[config.mk]
export PLATFORM = sky130hd
export DESIGN_NAME = pcswl_time_unit
export DESIGN_NICKNAME = d
export VERILOG_FILES = /design/src/design/pcswl_pkg.sv /design/src/design/pcswl_time_unit.sv
export SDC_FILE = /design/constraint.sdc
export NUM_CORES = 1
export LEC_CHECK = 0
export ABC_AREA = 1
export BUFFER_PORTS_ARGS = -buffer_cell sky130_fd_sc_hd__buf_2
export CAP_MARGIN = 20
export CORE_ASPECT_RATIO = 1.4
export CORE_MARGIN = 4
export CORE_UTILIZATION = 50
export DETAILED_ROUTE_END_ITERATION = 10
export PLACE_DENSITY = 0.83
export SKIP_LAST_GASP = 1
export SYNTH_ARGS = -nofsm -noshare
export SYNTH_HDL_FRONTEND = slang
export SYNTH_SLANG_ARGS = --single-unit
[constraint.sdc]
create_clock -name vclk -period 6.4
set_input_delay 1.92 -clock vclk [all_inputs]
set_output_delay 1.92 -clock vclk [all_outputs]
set_load 0.1 [all_outputs]
[src/design/pcswl_pkg.sv]
package pcswl_pkg;

  localparam int unsigned MaxClients  = 64;
  localparam int unsigned MaxRequests = 16;
  localparam int unsigned SlotW       = $clog2(MaxClients);
  localparam int unsigned ReqIdxW     = $clog2(MaxRequests);

  // register indexes of the write port
  localparam logic [1:0] RegWindowLength = 2'd0;
  localparam logic [1:0] RegRequestLimit = 2'd1;
  localparam logic [1:0] RegClientLimit  = 2'd2;
  localparam logic [1:0] RegBlockEnable  = 2'd3;

  // verdict codes
  localparam logic [2:0] VerdAdmitted     = 3'd0;
  localparam logic [2:0] VerdTableFull    = 3'd1;
  localparam logic [2:0] VerdStillBlocked = 3'd2;
  localparam logic [2:0] VerdOverLimit    = 3'd3;
  localparam logic [2:0] VerdNowBlocked   = 3'd4;
  localparam logic [2:0] VerdCleanupDone  = 3'd5;

  localparam logic OpCheck   = 1'b0;
  localparam logic OpCleanup = 1'b1;

  typedef struct packed {
    logic        op;
    logic [31:0] client_addr;
    logic [31:0] now_seconds;
  } req_t;

  typedef struct packed {
    logic       allowed;
    logic [2:0] verdict;
    logic [6:0] clients_tracked;
  } rsp_t;

  typedef struct packed {
    logic [31:0] key;
    logic [4:0]  count;
    logic        blocked;
    logic [31:0] unblock_at;
  } entry_t;

  typedef struct packed {
    logic in_win;
    logic expired;
  } tu_flags_t;

endpackage

[src/design/pcswl_time_unit.sv]
module pcswl_time_unit import pcswl_pkg::*; (
  input  logic [31:0] now_i,
  input  logic [31:0] oper_i,
  input  logic [15:0] win_i,
  output tu_flags_t   flags_o
);

  logic [31:0] diff;

  // wrapping difference, shared by the window and block-expiry tests
  assign diff            = now_i - oper_i;
  assign flags_o.in_win  = diff < {16'd0, win_i};
  assign flags_o.expired = ~diff[31];

endmodule

==> results_dict.tcl <==
set metrics [dict create \
    run_status "complete, no violations" \
    setup.worst_path.class "in2out" \
    synth-xor-area-share 0.04286 \
    synth_sequential_area_ratio 0 \
    grt_pass1_wl_um 14390 \
    antenna_cells 0 \
    yosys.area_share.simple 0.4861 \
    power_mw 0.4065 \
    synth-adder-area-share 0.1943 \
    power_per_cell_area_nw_per_um2 98.93 \
    synth.most_common_cell "nand2_1" \
    crit_chain "buf_2 > inv_1 > ha_4 > nand2_4 > inv_2 > nand2_4 > nor3_4 > nand2_2 > nand2_2 > xor2_1 > ha_1 > a21oi_2 > o21ai_1 > nor2_1 > nand2_1 > nor2_1 > nand2_1 > nor2_1 > nand2_1 > nor2_4 > buf_12" \
    firstDrtPassIters 5 \
    worst_slew_pin_slew_ns 0.4841 \
    ant_nets 0 \
    drc_errors 0 \
    period_needed_ns 6.368 \
    maxCapViolations 0 \
    synth_top_area_frac 0.3000 \
    num_rows 33 \
    cts_hold_buf 0 \
    port_buffers 82 \
    synth_largest_area_cell "nand2_1" \
    die_y_um 100.6 \
    synth_fp_nets 760 \
    crit_arrival_ns 4.45 \
    ys_warn_count 0 \
    fmax_mhz 157.0 \
    seq_area_um2 0 \
    max_stage_delay_ns 0.30 \
    hold_violations 0 \
    setup_viol 0 \
    vias_per_cell 5.042 \
    worstSetupEndpointType "primary output" \
    relSlewSlack 0.6795 \
    core_um2 5904 \
    grt_use_total 0.2367 \
    holdWs_ns 4.514 \
    crit_slowest_cell "ha_4" \
    drv_slew 0 \
    syn_area_um2 3065 \
    synth_cells 633 \
    wirelength_um 10160 \
    overflow 0 \
    grt_pass1_vias 3719 \
    grt_max_degree 7 \
    clkbuf_count 0 \
    synth_compound_gate_area_share 0.06245 \
    start_util 0.5192 \
    vias 4069 \
    synthMuxAreaShare 0 \
    synth_top_family_by_area "simple AND/OR/NAND/NOR gates" \
    die_w_um 74.18 \
    setup.worst_path.start_class "primary input" \
    hpwl_um 8025 \
    nets 866 \
    synth_commonest_cells "nand2_1, inv_1, nor2_1" \
    vdd_drop_max_mv 0.04111 \
    path_max_fanout 4 \
    wire_per_inst_um 12.59 \
    rsz0062_at_grt "true" \
    gp_congestion 0.9398 \
    required_ns 4.48 \
    synth_cell_type_count 23 \
    finalCritPeriodShare 0.9949 \
    leakagePower_nw 2.705 \
    io-pin-count 82 \
    ys_top_cells_by_area "nand2_1, inv_1, ha_1, nor2_1, nand3_1" \
    drtIter0Drc 161 \
    seq_cell_count 0 \
    die-area_um2 7465 \
    synth_area_per_cell_um2 4.843 \
    drive_gt1_frac 0.2619 \
    area_growth_pct 34.04 \
    hp-class "in2out" \
    antenna_found_initial 0 \
]
## through the flow
stage,setup WS [ns],area (um^2),instances,utilization,TNS (ns)
2_1_floorplan,0.1316,3073,633,-,0
3_3_place_gp,0.008932,3631,791,0.6150,0
3_5_place_dp,-0.06736,3631,791,0.6150,-0.06736
4_1_cts,0.005829,3661,792,0.6200,0
5_1_grt,-0.1221,4109,807,0.6959,-0.1221
6_report,0.03249,4109,807,0.6959,0
## layout make-up
cell class | instances | area, um^2
inverter | 175 | 659.4
timing repair buffer | 104 | 590.6
fill | 528 | 1795
multi-input combinational | 458 | 2771
tap | 70 | 87.58
## power breakdown
part	internal [mW]	total (mW)	leakage [nW]	switching, mW
clock network	0	0	0	0
logic	0.165	0.406	2.71	0.241
registers	0	0	0	0
## cells by family (layout without fill, tap and decap cells)
kind of cell               count (synthesis)  after routing
and+or+nand+nor                          360            360
adders and majority gates                 47             47
buffers and inverters                    175            279
AOI/OAI and AO/OA                         36             36
xor gates and xnor gates                  15             15
## per-layer routing
metal,part of all wire,global-route usage,up-vias
li1,-,-,2094
met1,0.35,0.2333,1742
met2,0.54,0.4775,175
met3,0.050,0.005988,58
met4,0.059,0.1199,0
met5,0,0,-
## critical path: cells and delay by family
family	cells	cell delay, ns
fa+ha+maj	2	0.59
compound gates	2	0.22
xor+xnor	1	0.19
simple gates	12	1.15
buf+inv	4	0.38
## layout by cell type, fill, tap and decap left out, types with 2 or more instances in the layout
| master | instances |
|---|---|
| nand2_2 | 30 |
| nor3_4 | 2 |
| nor3_1 | 3 |
| nand2_1 | 220 |
| nand2_4 | 6 |
| nor2_4 | 2 |
| xor2_1 | 11 |
| o21bai_1 | 2 |
| buf_2 | 81 |
| nor3_2 | 2 |
| ha_4 | 13 |
| a21oi_1 | 22 |
| nand4_1 | 9 |
| a21oi_2 | 5 |
| o21ai_0 | 3 |
| nor2_2 | 5 |
| nand3_2 | 5 |
| xnor2_1 | 3 |
| buf_4 | 22 |
| and2_1 | 5 |
| inv_1 | 160 |
| nand3_1 | 24 |
| ha_1 | 32 |
| inv_2 | 14 |
| nor2_1 | 44 |
## worst paths after layout
kind	startpoint	to	slack [ns]	depth (start not counted)
max	oper_i[10]	flags_o[1]	0.03	21
min	now_i[31]	flags_o[0]	4.51	7
## repair_timing
action,4_1_cts,5_1_grt
pin swaps,1,39
gates cloned,0,0
setup buffers,1,15
resized for setup,4,85
hold endpoints to repair,0,0
endpoints found under the setup margin,1,1
No activity file was read; power rests on OpenSTA's default activity.
